## src/design/box_downsample_rgba16_core_defines.svh

```systemverilog
// assertion macros shared by the box downsample design files
`ifndef BOX_DOWNSAMPLE_RGBA16_CORE_DEFINES_SVH
`define BOX_DOWNSAMPLE_RGBA16_CORE_DEFINES_SVH

// invariant checked at every clock edge outside reset
`define BDR16_ASSERT_ALWAYS(label, cond, msg) \
    label: assert property (@(posedge clk) disable iff (!rst_n) (cond)) else $error(msg);

// same-cycle implication
`define BDR16_ASSERT_IMP(label, ante, cons, msg) \
    label: assert property (@(posedge clk) disable iff (!rst_n) (ante) |-> (cons)) \
        else $error(msg);

// next-cycle implication
`define BDR16_ASSERT_NEXT(label, ante, cons, msg) \
    label: assert property (@(posedge clk) disable iff (!rst_n) (ante) |=> (cons)) \
        else $error(msg);

`endif

```

## src/design/bdr16_pkg.sv

```systemverilog
// types, constants and division tables for the box downsample block
`default_nettype none

package bdr16_pkg;

    localparam int MAX_OUT_WIDTH  = 4096;
    localparam int MAX_OUT_HEIGHT = 4096;
    localparam int MAX_FACTOR     = 4;

    localparam int COL_W    = $clog2(MAX_OUT_WIDTH);
    localparam int ROW_W    = $clog2(MAX_OUT_HEIGHT);
    localparam int SUB_W    = $clog2(MAX_FACTOR);
    localparam int FACTOR_W = 3;
    localparam int DIM_W    = 13;
    localparam int CHAN_W   = 16;
    localparam int SUM_W    = CHAN_W + $clog2(MAX_FACTOR * MAX_FACTOR);
    localparam int RECIP_W  = 18;
    localparam int SHIFT_W  = 5;
    localparam int PROD_W   = SUM_W + RECIP_W;
    localparam int ADDR_W   = 4;
    localparam int DATA_W   = 32;

    localparam int CMDQ_DEPTH = 4;
    localparam int CMDQ_PTR_W = $clog2(CMDQ_DEPTH);
    localparam int CMDQ_CNT_W = CMDQ_PTR_W + 1;

    typedef enum logic [1:0] {
        REG_SCALE  = 2'd0,
        REG_WIDTH  = 2'd1,
        REG_HEIGHT = 2'd2
    } reg_idx_t;

    typedef struct packed {
        logic [CHAN_W-1:0] red_in;
        logic [CHAN_W-1:0] green_in;
        logic [CHAN_W-1:0] blue_in;
        logic [CHAN_W-1:0] alpha_in;
    } sample_t;

    typedef struct packed {
        logic [CHAN_W-1:0] red_avg;
        logic [CHAN_W-1:0] green_avg;
        logic [CHAN_W-1:0] blue_avg;
        logic [CHAN_W-1:0] alpha_avg;
        logic              frame_end;
    } pixel_t;

    // one classified sample on its way from the front to the back
    typedef struct packed {
        sample_t          smp;
        logic [COL_W-1:0] col;
        logic             first;
        logic             last;
        logic             frame_end;
    } cmd_t;

    typedef logic [3:0][SUM_W-1:0] ch_sum_t;

    typedef struct packed {
        logic [SUM_W-1:0]   half;
        logic [RECIP_W-1:0] recip;
        logic [SHIFT_W-1:0] shift;
    } div_t;

    // (sum + half) / (f*f) == ((sum + half) * recip) >> shift for every block sum
    function automatic div_t div_consts(logic [FACTOR_W-1:0] f);
        div_t d;
        d.half  = '0;
        d.recip = RECIP_W'(1);
        d.shift = '0;
        case (f)
            3'd2:
            begin
                d.half  = SUM_W'(2);
                d.shift = SHIFT_W'(2);
            end
            3'd3:
            begin
                d.half  = SUM_W'(4);
                d.recip = RECIP_W'(233017);
                d.shift = SHIFT_W'(21);
            end
            3'd4:
            begin
                d.half  = SUM_W'(8);
                d.shift = SHIFT_W'(4);
            end
            default:
            begin
                d.half  = '0;
            end
        endcase
        return d;
    endfunction

endpackage

`default_nettype wire

```

## src/design/bdr16_cmdq.sv

```systemverilog
// short command queue between the front and back ends
`default_nettype none
`include "box_downsample_rgba16_core_defines.svh"

module bdr16_cmdq
    import bdr16_pkg::*;
(
    input  wire logic clk,
    input  wire logic rst_n,
    input  wire logic push,
    input  wire cmd_t din,
    output logic      full,
    input  wire logic pop,
    output cmd_t      dout,
    output logic      empty
);

    cmd_t                  slot_reg [CMDQ_DEPTH];
    logic [CMDQ_PTR_W-1:0] wr_ptr_reg;
    logic [CMDQ_PTR_W-1:0] rd_ptr_reg;
    logic [CMDQ_CNT_W-1:0] cnt_reg;
    logic                  do_push;
    logic                  do_pop;

    assign full    = (cnt_reg == CMDQ_CNT_W'(CMDQ_DEPTH));
    assign empty   = (cnt_reg == '0);
    assign do_push = push && !full;
    assign do_pop  = pop && !empty;
    assign dout    = slot_reg[rd_ptr_reg];

    always_ff @(posedge clk)
    begin
        if (do_push)
            slot_reg[wr_ptr_reg] <= din;
    end

    always_ff @(posedge clk or negedge rst_n)
    begin
        if (!rst_n)
        begin
            wr_ptr_reg <= '0;
            rd_ptr_reg <= '0;
            cnt_reg    <= '0;
        end
        else
        begin
            if (do_push)
                wr_ptr_reg <= wr_ptr_reg + CMDQ_PTR_W'(1);
            if (do_pop)
                rd_ptr_reg <= rd_ptr_reg + CMDQ_PTR_W'(1);
            if (do_push && !do_pop)
                cnt_reg <= cnt_reg + CMDQ_CNT_W'(1);
            else if (do_pop && !do_push)
                cnt_reg <= cnt_reg - CMDQ_CNT_W'(1);
        end
    end

    `BDR16_ASSERT_ALWAYS(a_cnt_bound, cnt_reg <= CMDQ_CNT_W'(CMDQ_DEPTH), "queue count overflow")
    `BDR16_ASSERT_NEXT(a_cnt_grow, do_push && !do_pop, cnt_reg == $past(cnt_reg) + CMDQ_CNT_W'(1), "queue count did not grow")

endmodule

`default_nettype wire

```

## config.mk

```make
export PLATFORM = sky130hd
export DESIGN_NAME = bdr16_cmdq
export DESIGN_NICKNAME = d
export VERILOG_FILES = /design/src/design/bdr16_pkg.sv /design/src/design/bdr16_cmdq.sv
export VERILOG_INCLUDE_DIRS = /design/src /design/src/design
export SDC_FILE = /design/constraint.sdc
export NUM_CORES = 1
export LEC_CHECK = 0
export BUFFER_PORTS_ARGS = -buffer_cell sky130_fd_sc_hd__buf_4
export CORE_UTILIZATION = 45
export DETAILED_ROUTE_END_ITERATION = 8
export PLACE_DENSITY = 0.74
export SLEW_MARGIN = 20
export SYNTH_ARGS = -nofsm -noshare
export SYNTH_HDL_FRONTEND = slang
export SYNTH_SLANG_ARGS = --single-unit
```

## constraint.sdc

```tcl
create_clock -name clk -period 3.7 [get_ports clk]
set_clock_uncertainty 0.05 [all_clocks]
set_input_delay 0.74 -clock clk [delete_from_list [all_inputs] [get_ports clk]]
set_output_delay 0.74 -clock clk [all_outputs]
set_load 0.01 [all_outputs]
```

==> impl_metrics.env <==
export IMPL_status="finished clean"
export IMPL_routed_wl_um=22060
export IMPL_dpl_cell_count=940
export IMPL_grt_pass1_vias=5785
export IMPL_firstDrtPassIters=4
export IMPL_cts_max_level=2
export IMPL_seqPwrFrac=0.432
export IMPL_worst_r2r_cell_count=8
export IMPL_nNetsFinal=731
export IMPL_syn_inst=449
export IMPL_synth_avg_cell_area_um2=26.51
export IMPL_antenna_found_initial=1
export IMPL_root_buffer="clkbuf_16"
export IMPL_area_growth_pct=22.60
export IMPL_fin_setup_tns_ps=0
export IMPL_ys_types=20
export IMPL_ir_drop_mv=0.4849
export IMPL_clkTransAtPathRegs_ps=60
export IMPL_synth_seq_area_share=0.8118
export IMPL_grt_max_degree=52
export IMPL_powerDensity_mw_per_mm2=816.8
export IMPL_cts_path_max_buffers=3
export IMPL_hold_path_class="in2reg"
export IMPL_multi_input_comb_area_mm2=0.002009
export IMPL_clkPwrFrac=0.271
export IMPL_fin_crit_ps=3116
export IMPL_ios=164
export IMPL_grt_util_met3=0.04596
export IMPL_whs_path_depth=1
export IMPL_dieHeight_um=164.7
export IMPL_use_met2=0.2827
export IMPL_min_period_over_period=0.8420
export IMPL_io_buffers=163
export IMPL_dieArea_mm2=0.02711
export IMPL_dp_slack_ps=976.0
export IMPL_grt_pass1_wl_um=33250
export IMPL_drt_iter0_markers=364
export IMPL_drv_slew=0
export IMPL_routed_via_density=5.308
export IMPL_place_hpwl_um=13290
export IMPL_cts_sinks=323
export IMPL_finalSetupViolCount=0
export IMPL_gp_congestion=0.6913
export IMPL_die_w_um=164.7
export IMPL_tightest_slew_ps=657.2
export IMPL_crit_arrival_ps=2330
export IMPL_seq_area_mm2=0.009672
export IMPL_internal_power_mw=8.629
export IMPL_wire_per_inst_um=22.04
export IMPL_post_cts_resized=0
export IMPL_critPathRequiredTime_ps=2910
export IMPL_fmax_ghz=0.3210
export IMPL_swShare=0.2762
export IMPL_largest_reg_flops=316
export IMPL_syn_num_nets=538
export IMPL_final_cells=1001
export IMPL_cts_inserted_buffers=34
export IMPL_dr_total_vias=5313
export IMPL_power_frac_comb=0.297
export IMPL_max_slew_margin=0.5609
export IMPL_ys_warn_count=0
export IMPL_drc=0
export IMPL_synth_area_mm2=0.01191
export IMPL_postCtsHoldBufs=1
export IMPL_rsz0062_at_grt="no"
export IMPL_worstSetupPathType="reg2out"
export IMPL_drive_gt1_frac=0.4677
export IMPL_top_usage_layer="met2"
export IMPL_setup_slack_ps=584.4
export IMPL_switching_power_mw=3.293
export IMPL_met1_usage=0.2139
export IMPL_ant_nets=0
export IMPL_n_fill_cell=1933
export IMPL_cp_end_kind="primary output"
export IMPL_cp_start_kind="flip-flop"
export IMPL_grt_ovfl_total=0
export IMPL_crit_fanout=19
export IMPL_initial_core_util=0.4582
export IMPL_row_count=59
export IMPL_post_cts_buffers=0
export IMPL_cts_tree="built"
export IMPL_coreArea_mm2=0.02598
export IMPL_p_leak_nw=5.007
export IMPL_grtUsageTotal=0.1674
export IMPL_ys_seq_elements=323
export IMPL_cap_violations=0
export IMPL_insertion_delay_ps=490
export IMPL_hold_viol=0
-- routing by layer --
metal / part of all wire / vias up
li1: - / 2309
met1: 0.41 / 2817
met2: 0.50 / 157
met3: 0.069 / 30
met4: 0.016 / 0
met5: 0 / -
-- worst max-delay path, cell delays in order (launching register included) --
cell     delay [ps]
dfrtp_4         690
buf_4           380
mux4_2          590
buf_4           170
-- metrics by stage --
stage	util	total power, mW	hold slack, ps	cell area (µm²)
final	0.5617	11.92	397.2	14600
after global routing	0.5616	12.49	372.4	14590
after CTS	0.5616	12.12	374.1	14590
after detailed placement	0.5197	8.864	446.9	13500
after global placement	0.5197	8.755	409.5	13500
after floorplan	-	7.398	394.4	11910
-- cells in the mapped netlist --
master / count / area (µm²)
fa_1: 1 / 20.02
ha_1: 5 / 62.56
clkbuf_1: 1 / 3.750
or3_1: 1 / 6.260
mux4_2: 79 / 1779
xor2_1: 2 / 17.52
edfxtp_1: 316 / 9489
buf_2: 8 / 40.04
buf_12: 8 / 160.2
nor2_1: 1 / 3.750
nor3b_2: 1 / 12.51
nand2_1: 1 / 3.750
nand3_1: 1 / 5.000
xnor2_1: 4 / 35.03
dfrtp_1: 7 / 175.2
inv_1: 4 / 15.01
and2_1: 4 / 25.02
nor2b_1: 1 / 6.260
buf_6: 2 / 22.52
mux2_2: 2 / 22.52
-- cells by family (layout without fill, tap and decap cells) --
logic type | Yosys count | in the layout | synth area share
flip-flops | 323 | 323 | 0.8118
multiplexers | 81 | 81 | 0.1513
buffers and inverters | 23 | 239 | 0.02028
AND/OR/NAND/NOR | 10 | 10 | 0.005254
adder cells (fa/ha/maj) | 6 | 6 | 0.006936
XOR/XNOR | 6 | 6 | 0.004414
other | 0 | 1 | 0
-- final cells by class --
class	instances	share of cell area
clock inverter	20	0.009944
sequential	323	0.6627
antenna	1	0.0001715
tap	335	0.02872
inverter	4	0.001029
timing repair buffer	176	0.09584
multi-input combinational	103	0.1377
clock buffer	39	0.06395
-- cells in the final DEF, fill, tap and decap left out --
master	count
fa_1	1
nor3b_2	1
inv_1	4
nor2_1	1
nand3_1	1
clkbuf_16	37
dfrtp_4	2
bufinv_16	2
dfrtp_1	5
nor2b_1	1
xnor2_1	4
mux4_2	79
buf_4	169
clkinvlp_4	1
mux2_2	2
and2_4	4
buf_12	6
clkinv_2	7
clkinv_1	9
or3_1	1
dlygate4sd3_1	1
clkbuf_1	2
edfxtp_1	316
ha_1	5
clkinv_4	1
diode_2	1
xor2_1	2
nand2_1	1
-- power by group through the flow --
stage          sequential (mW)  combinational (mW)  clock, mW
6_report                  5.15                3.54       3.23
5_1_grt                   5.23                3.82       3.44
4_1_cts                   5.17                3.64       3.31
3_5_place_dp              5.25                3.62          0
3_3_place_gp              5.18                3.58          0
2_1_floorplan             5.07                2.33          0
-- final timing paths --
| kind | start | to | slack (ps) |
|---|---|---|---|
| max in group asynchronous | rst_n | rd_ptr_reg[0]$_DFFE_PN0P_ | 2870 |
| worst min-delay path | din[38] | slot_reg[3][38]$_DFFE_PP_ | 400 |
| worst max-delay path | rd_ptr_reg[0]$_DFFE_PN0P_ | dout[33] | 580 |
| worst min register to register | cnt_reg[2]$_DFFE_PN0P_ | cnt_reg[2]$_DFFE_PN0P_ | 460 |
| worst max register to register | cnt_reg[2]$_DFFE_PN0P_ | cnt_reg[2]$_DFFE_PN0P_ | 1170 |
| min in group asynchronous | rst_n | rd_ptr_reg[1]$_DFFE_PN0P_ | 600 |
(Power assumes the default switching activity.)
