<file path="config.mk">
export PLATFORM = sky130hd
export DESIGN_NAME = bdr16_front
export DESIGN_NICKNAME = d
export VERILOG_FILES = /design/src/design/bdr16_pkg.sv /design/src/design/bdr16_front.sv
export VERILOG_INCLUDE_DIRS = /design/src /design/src/design
export SDC_FILE = /design/constraint.sdc
export NUM_CORES = 1
export LEC_CHECK = 0
export BUFFER_PORTS_ARGS = -buffer_cell sky130_fd_sc_hd__buf_4
export CAP_MARGIN = 25
export CORE_MARGIN = 2
export CORE_UTILIZATION = 35
export DETAILED_ROUTE_END_ITERATION = 12
export PLACE_DENSITY_LB_ADDON = 0.05
export SLEW_MARGIN = 20
export SYNTH_ARGS = -nofsm -noshare
export SYNTH_HDL_FRONTEND = slang
export SYNTH_SLANG_ARGS = --single-unit
export TNS_END_PERCENT = 5
</file>
<file path="constraint.sdc">
create_clock -name clk -period 10.57 [get_ports clk]
set_input_delay 1.057 -clock clk [delete_from_list [all_inputs] [get_ports clk]]
set_output_delay 1.057 -clock clk [all_outputs]
set_load 0.1 [all_outputs]
</file>
<file path="src/design/box_downsample_rgba16_core_defines.svh">
// assertion macros shared by the box downsample design files
`ifndef BOX_DOWNSAMPLE_RGBA16_CORE_DEFINES_SVH
`define BOX_DOWNSAMPLE_RGBA16_CORE_DEFINES_SVH

// invariant checked at every clock edge outside reset
`define BDR16_ASSERT_ALWAYS(label, cond, msg) \
    label: assert property (@(posedge clk) disable iff (!rst_n) (cond)) else $error(msg);

// same-cycle implication
`define BDR16_ASSERT_IMP(label, ante, cons, msg) \
    label: assert property (@(posedge clk) disable iff (!rst_n) (ante) |-> (cons)) \
        else $error(msg);

// next-cycle implication
`define BDR16_ASSERT_NEXT(label, ante, cons, msg) \
    label: assert property (@(posedge clk) disable iff (!rst_n) (ante) |=> (cons)) \
        else $error(msg);

`endif

</file>
<file path="src/design/bdr16_pkg.sv">
// types, constants and division tables for the box downsample block
`default_nettype none

package bdr16_pkg;

    localparam int MAX_OUT_WIDTH  = 4096;
    localparam int MAX_OUT_HEIGHT = 4096;
    localparam int MAX_FACTOR     = 4;

    localparam int COL_W    = $clog2(MAX_OUT_WIDTH);
    localparam int ROW_W    = $clog2(MAX_OUT_HEIGHT);
    localparam int SUB_W    = $clog2(MAX_FACTOR);
    localparam int FACTOR_W = 3;
    localparam int DIM_W    = 13;
    localparam int CHAN_W   = 16;
    localparam int SUM_W    = CHAN_W + $clog2(MAX_FACTOR * MAX_FACTOR);
    localparam int RECIP_W  = 18;
    localparam int SHIFT_W  = 5;
    localparam int PROD_W   = SUM_W + RECIP_W;
    localparam int ADDR_W   = 4;
    localparam int DATA_W   = 32;

    localparam int CMDQ_DEPTH = 4;
    localparam int CMDQ_PTR_W = $clog2(CMDQ_DEPTH);
    localparam int CMDQ_CNT_W = CMDQ_PTR_W + 1;

    typedef enum logic [1:0] {
        REG_SCALE  = 2'd0,
        REG_WIDTH  = 2'd1,
        REG_HEIGHT = 2'd2
    } reg_idx_t;

    typedef struct packed {
        logic [CHAN_W-1:0] red_in;
        logic [CHAN_W-1:0] green_in;
        logic [CHAN_W-1:0] blue_in;
        logic [CHAN_W-1:0] alpha_in;
    } sample_t;

    typedef struct packed {
        logic [CHAN_W-1:0] red_avg;
        logic [CHAN_W-1:0] green_avg;
        logic [CHAN_W-1:0] blue_avg;
        logic [CHAN_W-1:0] alpha_avg;
        logic              frame_end;
    } pixel_t;

    // one classified sample on its way from the front to the back
    typedef struct packed {
        sample_t          smp;
        logic [COL_W-1:0] col;
        logic             first;
        logic             last;
        logic             frame_end;
    } cmd_t;

    typedef logic [3:0][SUM_W-1:0] ch_sum_t;

    typedef struct packed {
        logic [SUM_W-1:0]   half;
        logic [RECIP_W-1:0] recip;
        logic [SHIFT_W-1:0] shift;
    } div_t;

    // (sum + half) / (f*f) == ((sum + half) * recip) >> shift for every block sum
    function automatic div_t div_consts(logic [FACTOR_W-1:0] f);
        div_t d;
        d.half  = '0;
        d.recip = RECIP_W'(1);
        d.shift = '0;
        case (f)
            3'd2:
            begin
                d.half  = SUM_W'(2);
                d.shift = SHIFT_W'(2);
            end
            3'd3:
            begin
                d.half  = SUM_W'(4);
                d.recip = RECIP_W'(233017);
                d.shift = SHIFT_W'(21);
            end
            3'd4:
            begin
                d.half  = SUM_W'(8);
                d.shift = SHIFT_W'(4);
            end
            default:
            begin
                d.half  = '0;
            end
        endcase
        return d;
    endfunction

endpackage

`default_nettype wire

</file>
<file path="src/design/bdr16_front.sv">
// front end: configuration registers, position counters and sample classification
`default_nettype none
`include "box_downsample_rgba16_core_defines.svh"

module bdr16_front
    import bdr16_pkg::*;
(
    input  wire logic                clk,
    input  wire logic                rst_n,
    input  wire logic                psel,
    input  wire logic                penable,
    input  wire logic                pwrite,
    input  wire logic [ADDR_W-1:0]   paddr,
    input  wire logic [DATA_W-1:0]   pwdata,
    output logic      [DATA_W-1:0]   prdata,
    input  wire logic                push,
    input  wire sample_t             sample,
    input  wire logic                q_full,
    output logic                     q_push,
    output cmd_t                     q_cmd,
    output logic      [FACTOR_W-1:0] factor
);

    logic [FACTOR_W-1:0] scale_reg;
    logic [DIM_W-1:0]    width_reg;
    logic [DIM_W-1:0]    height_reg;

    logic [SUB_W-1:0] sub_col_reg, sub_col_next;
    logic [SUB_W-1:0] sub_row_reg, sub_row_next;
    logic [COL_W-1:0] out_col_reg, out_col_next;
    logic [ROW_W-1:0] out_row_reg, out_row_next;

    logic [DIM_W-1:0] eff_w;
    logic [DIM_W-1:0] eff_h;
    logic [SUB_W-1:0] last_sub;
    logic [COL_W-1:0] last_col;
    logic [ROW_W-1:0] last_row;
    logic             cfg_wr;
    logic             cfg_hit;

    // effective geometry after clamping the registers
    always_comb
    begin
        if (scale_reg == '0)
            factor = FACTOR_W'(1);
        else if (scale_reg > FACTOR_W'(MAX_FACTOR))
            factor = FACTOR_W'(MAX_FACTOR);
        else
            factor = scale_reg;

        if (width_reg == '0)
            eff_w = DIM_W'(1);
        else if (width_reg > DIM_W'(MAX_OUT_WIDTH))
            eff_w = DIM_W'(MAX_OUT_WIDTH);
        else
            eff_w = width_reg;

        if (height_reg == '0)
            eff_h = DIM_W'(1);
        else if (height_reg > DIM_W'(MAX_OUT_HEIGHT))
            eff_h = DIM_W'(MAX_OUT_HEIGHT);
        else
            eff_h = height_reg;

        last_sub = SUB_W'(factor - FACTOR_W'(1));
        last_col = COL_W'(eff_w - DIM_W'(1));
        last_row = ROW_W'(eff_h - DIM_W'(1));
    end

    assign cfg_wr = psel && penable && pwrite;
    assign cfg_hit = cfg_wr && (paddr[3:2] == REG_SCALE || paddr[3:2] == REG_WIDTH
                                || paddr[3:2] == REG_HEIGHT);

    always_comb
    begin
        prdata = '0;
        unique case (paddr[3:2])
            REG_SCALE:  prdata = DATA_W'(scale_reg);
            REG_WIDTH:  prdata = DATA_W'(width_reg);
            REG_HEIGHT: prdata = DATA_W'(height_reg);
            default:    prdata = '0;
        endcase
    end

    always_ff @(posedge clk or negedge rst_n)
    begin
        if (!rst_n)
        begin
            scale_reg  <= FACTOR_W'(1);
            width_reg  <= DIM_W'(1);
            height_reg <= DIM_W'(1);
        end
        else if (cfg_wr)
        begin
            unique case (paddr[3:2])
                REG_SCALE:  scale_reg  <= pwdata[FACTOR_W-1:0];
                REG_WIDTH:  width_reg  <= pwdata[DIM_W-1:0];
                REG_HEIGHT: height_reg <= pwdata[DIM_W-1:0];
                default:    scale_reg  <= scale_reg;
            endcase
        end
    end

    assign q_push = push && !q_full;

    always_comb
    begin
        q_cmd.smp       = sample;
        q_cmd.col       = out_col_reg;
        q_cmd.first     = (sub_col_reg == '0) && (sub_row_reg == '0);
        q_cmd.last      = (sub_col_reg == last_sub) && (sub_row_reg == last_sub);
        q_cmd.frame_end = q_cmd.last && (out_col_reg == last_col)
                          && (out_row_reg == last_row);
    end

    // raster walk: sample column, output column, sample row, output row
    always_comb
    begin
        sub_col_next = sub_col_reg;
        sub_row_next = sub_row_reg;
        out_col_next = out_col_reg;
        out_row_next = out_row_reg;
        if (cfg_hit)
        begin
            sub_col_next = '0;
            sub_row_next = '0;
            out_col_next = '0;
            out_row_next = '0;
        end
        else if (q_push)
        begin
            if (sub_col_reg != last_sub)
                sub_col_next = sub_col_reg + SUB_W'(1);
            else
            begin
                sub_col_next = '0;
                if (out_col_reg != last_col)
                    out_col_next = out_col_reg + COL_W'(1);
                else
                begin
                    out_col_next = '0;
                    if (sub_row_reg != last_sub)
                        sub_row_next = sub_row_reg + SUB_W'(1);
                    else
                    begin
                        sub_row_next = '0;
                        if (out_row_reg != last_row)
                            out_row_next = out_row_reg + ROW_W'(1);
                        else
                            out_row_next = '0;
                    end
                end
            end
        end
    end

    always_ff @(posedge clk or negedge rst_n)
    begin
        if (!rst_n)
        begin
            sub_col_reg <= '0;
            sub_row_reg <= '0;
            out_col_reg <= '0;
            out_row_reg <= '0;
        end
        else
        begin
            sub_col_reg <= sub_col_next;
            sub_row_reg <= sub_row_next;
            out_col_reg <= out_col_next;
            out_row_reg <= out_row_next;
        end
    end

    `BDR16_ASSERT_ALWAYS(a_sub_in_block, (sub_col_reg <= last_sub) && (sub_row_reg <= last_sub), "sub position outside block")
    `BDR16_ASSERT_ALWAYS(a_pos_in_frame, (out_col_reg <= last_col) && (out_row_reg <= last_row), "output position outside frame")

endmodule

`default_nettype wire

</file>
==> results.py <==
metrics = {
    "layout": {
        "utilization": 0.373,
        "antenna_cells": 0,
        "final_cell_mix": "buf_4 (58), dfrtp_1 (54), nor2_1 (44)",
        "final_common_cell": "buf_4",
        "area_growth_syn_to_layout_pct": 4.34,
        "final_layout_size_suffix_gt1_frac": 0.203,
        "final_nets": 698,
    },
    "placement": {
        "port_buffers": 53,
        "hpwl_mm": 10.8,
        "gp_congestion": 0.885,
    },
    "route": {
        "finalWirelength_mm": 15.1,
        "remaining_drc_errors": 0,
        "route.vias.total": 4515,
        "wire_per_inst_microns": 19.5,
        "firstDrtPassIters": 5,
        "ant_nets": 0,
        "via_per_inst": 5.83,
        "drtIter0Drc": 225,
    },
    "yosys": {
        "synth_area_per_cell_sq_um": 8.28,
        "synth-simple-area-share": 0.235,
        "synth_top_family_by_area": "simple AND/OR/NAND/NOR gates",
        "synth.mux.area_fraction": 0.0781,
        "synth_compound_area_frac": 0.185,
        "synth.distinct_cells": 71,
        "ys_seq_elements": 57,
        "ys.flop_type": "dfrtp_1",
        "async_flop_share": 1.00,
        "synth_fa_ha_area_frac": 0.0145,
        "ys_seq_area_frac": 0.275,
        "syn-cell-area_sq_mm": 0.00519,
        "yosysTopAreaCell": "dfrtp_1",
        "synth_xor_area_frac": 0.0439,
        "synth_edf_count": 0,
        "yosysWarnings": 0,
        "netlist_top_cells_area": "dfrtp_1 (26%), buf_4 (12%), mux2_2 (6.1%)",
        "postSynthCellCount": 627,
        "synth_top_cell_area_share": 0.260,
    },
    "critical_path": {
        "cp-end-kind": "output port",
        "worstPathRequired_ns": 9.51,
        "crit_arrival_ns": 4.51,
        "crit_type": "reg -> out",
        "cp_max_fo": 17,
        "cp-start-kind": "flip-flop",
    },
    "cts": {
        "cts_tree": "yes",
        "htree_num_levels": 3,
        "postCtsSetupBuffers": 0,
        "cts_made_buffers": 9,
        "cts_max_path_buffers": 2,
        "cts-root-buf": "clkbuf_16",
        "clock_sinks": 57,
        "post_cts_resized": 0,
        "clkTransAtPathRegs_ns": 0.05,
        "hold_buffers": 0,
        "worstSkewPairLatency_ns": 0.34,
    },
    "die": {
        "row_count": 44,
        "die-height_microns": 126,
        "die_w_microns": 126,
        "coreArea_sq_mm": 0.0145,
        "start_util": 0.357,
        "dieArea_sq_mm": 0.0158,
        "ioPinCount": 222,
    },
    "timing": {
        "max-slew-margin-rel": 0.374,
        "finalCriticalPeriod_ns": 5.56,
        "fmax_ghz": 0.180,
        "rsz0062_at_grt": "no",
        "period_share": 0.526,
        "finalMaxSlewViolations": 0,
        "finalSetupViolations": 0,
        "hold_viol": 0,
        "worstMarginPinSlew_ns": 0.939,
        "finClkSkew_ns": 0.00472,
        "final.setup.tns_ns": 0,
    },
    "global_route": {
        "antenna_found_initial": 0,
        "gr-total-overflow": 0,
        "grt_start_max_net_pins": 58,
        "grt_pass1_wl_mm": 23.8,
        "grt_usage": 0.188,
        "grt_pass1_vias": 4228,
    },
    "power_and_ir_drop": {
        "power_density_mw_per_mm2": 225,
        "p_leak_nw": 2.25,
        "vdd.ir_drop.worst_mv": 0.212,
    },
    "status": {
        "outcome": "finished clean",
    },
    "worst_hold_path": {
        "hold_path_class": "reg -> reg",
    },
    "run": {
        "maxCapViolCount": 0,
    },
}
==> critical path: stages, from the launching register on <==
cell      delay, ns
dfrtp_1        0.53
nor4_1         0.68
a41oi_1        0.36
or2_2          0.36
ha_1           0.39
nand2_1        0.12
mux2i_1        0.08
a32oi_1        0.23
and4b_1        0.22
o311ai_0       0.16
nor3b_1        0.21
nand4_1        0.12
nor4b_1        0.33
buf_4          0.36
==> final cells by class <==
type | count | area (sq um)
clock buffers | 12 | 267
clock inverters | 4 | 26.3
fillers | 1517 | 9120
inverters | 17 | 63.8
multi-input cells | 442 | 2960
flip-flops and latches | 57 | 1430
well taps | 184 | 230
repair buffers | 58 | 435
==> synthesized netlist by cell type, types with 6 or more instances <==
| cell type | number |
|---|---|
| a22o_1 | 13 |
| mux2_2 | 28 |
| nor2_1 | 44 |
| nand3_1 | 13 |
| ha_1 | 6 |
| mux2i_1 | 9 |
| buf_4 | 83 |
| o21ai_0 | 30 |
| a21oi_1 | 18 |
| dfrtp_1 | 54 |
| nor2b_1 | 13 |
| inv_1 | 17 |
| nand2b_1 | 13 |
| nand2_1 | 39 |
| o211ai_1 | 13 |
| and3_1 | 12 |
| nand4_1 | 9 |
| clkbuf_1 | 42 |
| or3_1 | 12 |
| nor4_1 | 10 |
| a21o_1 | 6 |
| or4_1 | 8 |
| nor3_1 | 16 |
| xnor2_1 | 15 |
| xor2_1 | 11 |
==> power by group <==
part	leakage [nW]	internal, mW	switching [mW]
Combinational	1.37	0.183	0.382
Clock	0.145	0.177	0.110
Sequential	0.731	0.259	0.109
==> metal layers <==
metal  vias to the layer above  track usage  part of all wire
met2                       167        0.303              0.47
met3                        71       0.0293             0.051
met5                         -            0                 0
met4                         0        0.107             0.043
met1                      2183        0.242              0.43
li1                       2094            -                 -
==> logic make-up after synthesis <==
kind of cell | after synthesis
DFF | 57
xor gates and xnor gates | 26
buffers and inverters | 146
AOI/OAI and AO/OA | 132
and+or+nand+nor | 222
other | 1
muxes | 37
adders and majority gates | 6
==> metrics by stage <==
| stage | area, sq um | worst slack, ns | hold WS (ns) | cells | power, mW |
|---|---|---|---|---|---|
| floorplan | 5260 | 3.58 | 0.508 | 645 | 0.921 |
| global placement | 5120 | 5.32 | 0.547 | 757 | 0.927 |
| detailed placement | 5120 | 5.38 | 0.568 | 757 | 0.933 |
| CTS | 5410 | 4.99 | 0.575 | 773 | 1.23 |
| global route | 5420 | 4.49 | 0.608 | 774 | 1.29 |
| finish | 5420 | 5.01 | 0.567 | 774 | 1.22 |
==> path summary, 6_finish.rpt <==
| path | end | slack (ns) | depth (start not counted) | start |
|---|---|---|---|---|
| min reg2reg | scale_reg[0] | 0.57 | 2 | scale_reg[0] |
| min in group asynchronous | out_col_reg[7] | 0.80 | 1 | rst_n |
| max in group asynchronous | scale_reg[2] | 9.27 | 1 | rst_n |
| min | scale_reg[0] | 0.57 | 2 | scale_reg[0] |
| max reg2reg | out_row_reg[11] | 5.51 | 12 | width_reg[7] |
| max | q_cmd[0] | 5.01 | 13 | width_reg[7] |
No activity file was read; power rests on OpenSTA's default activity.
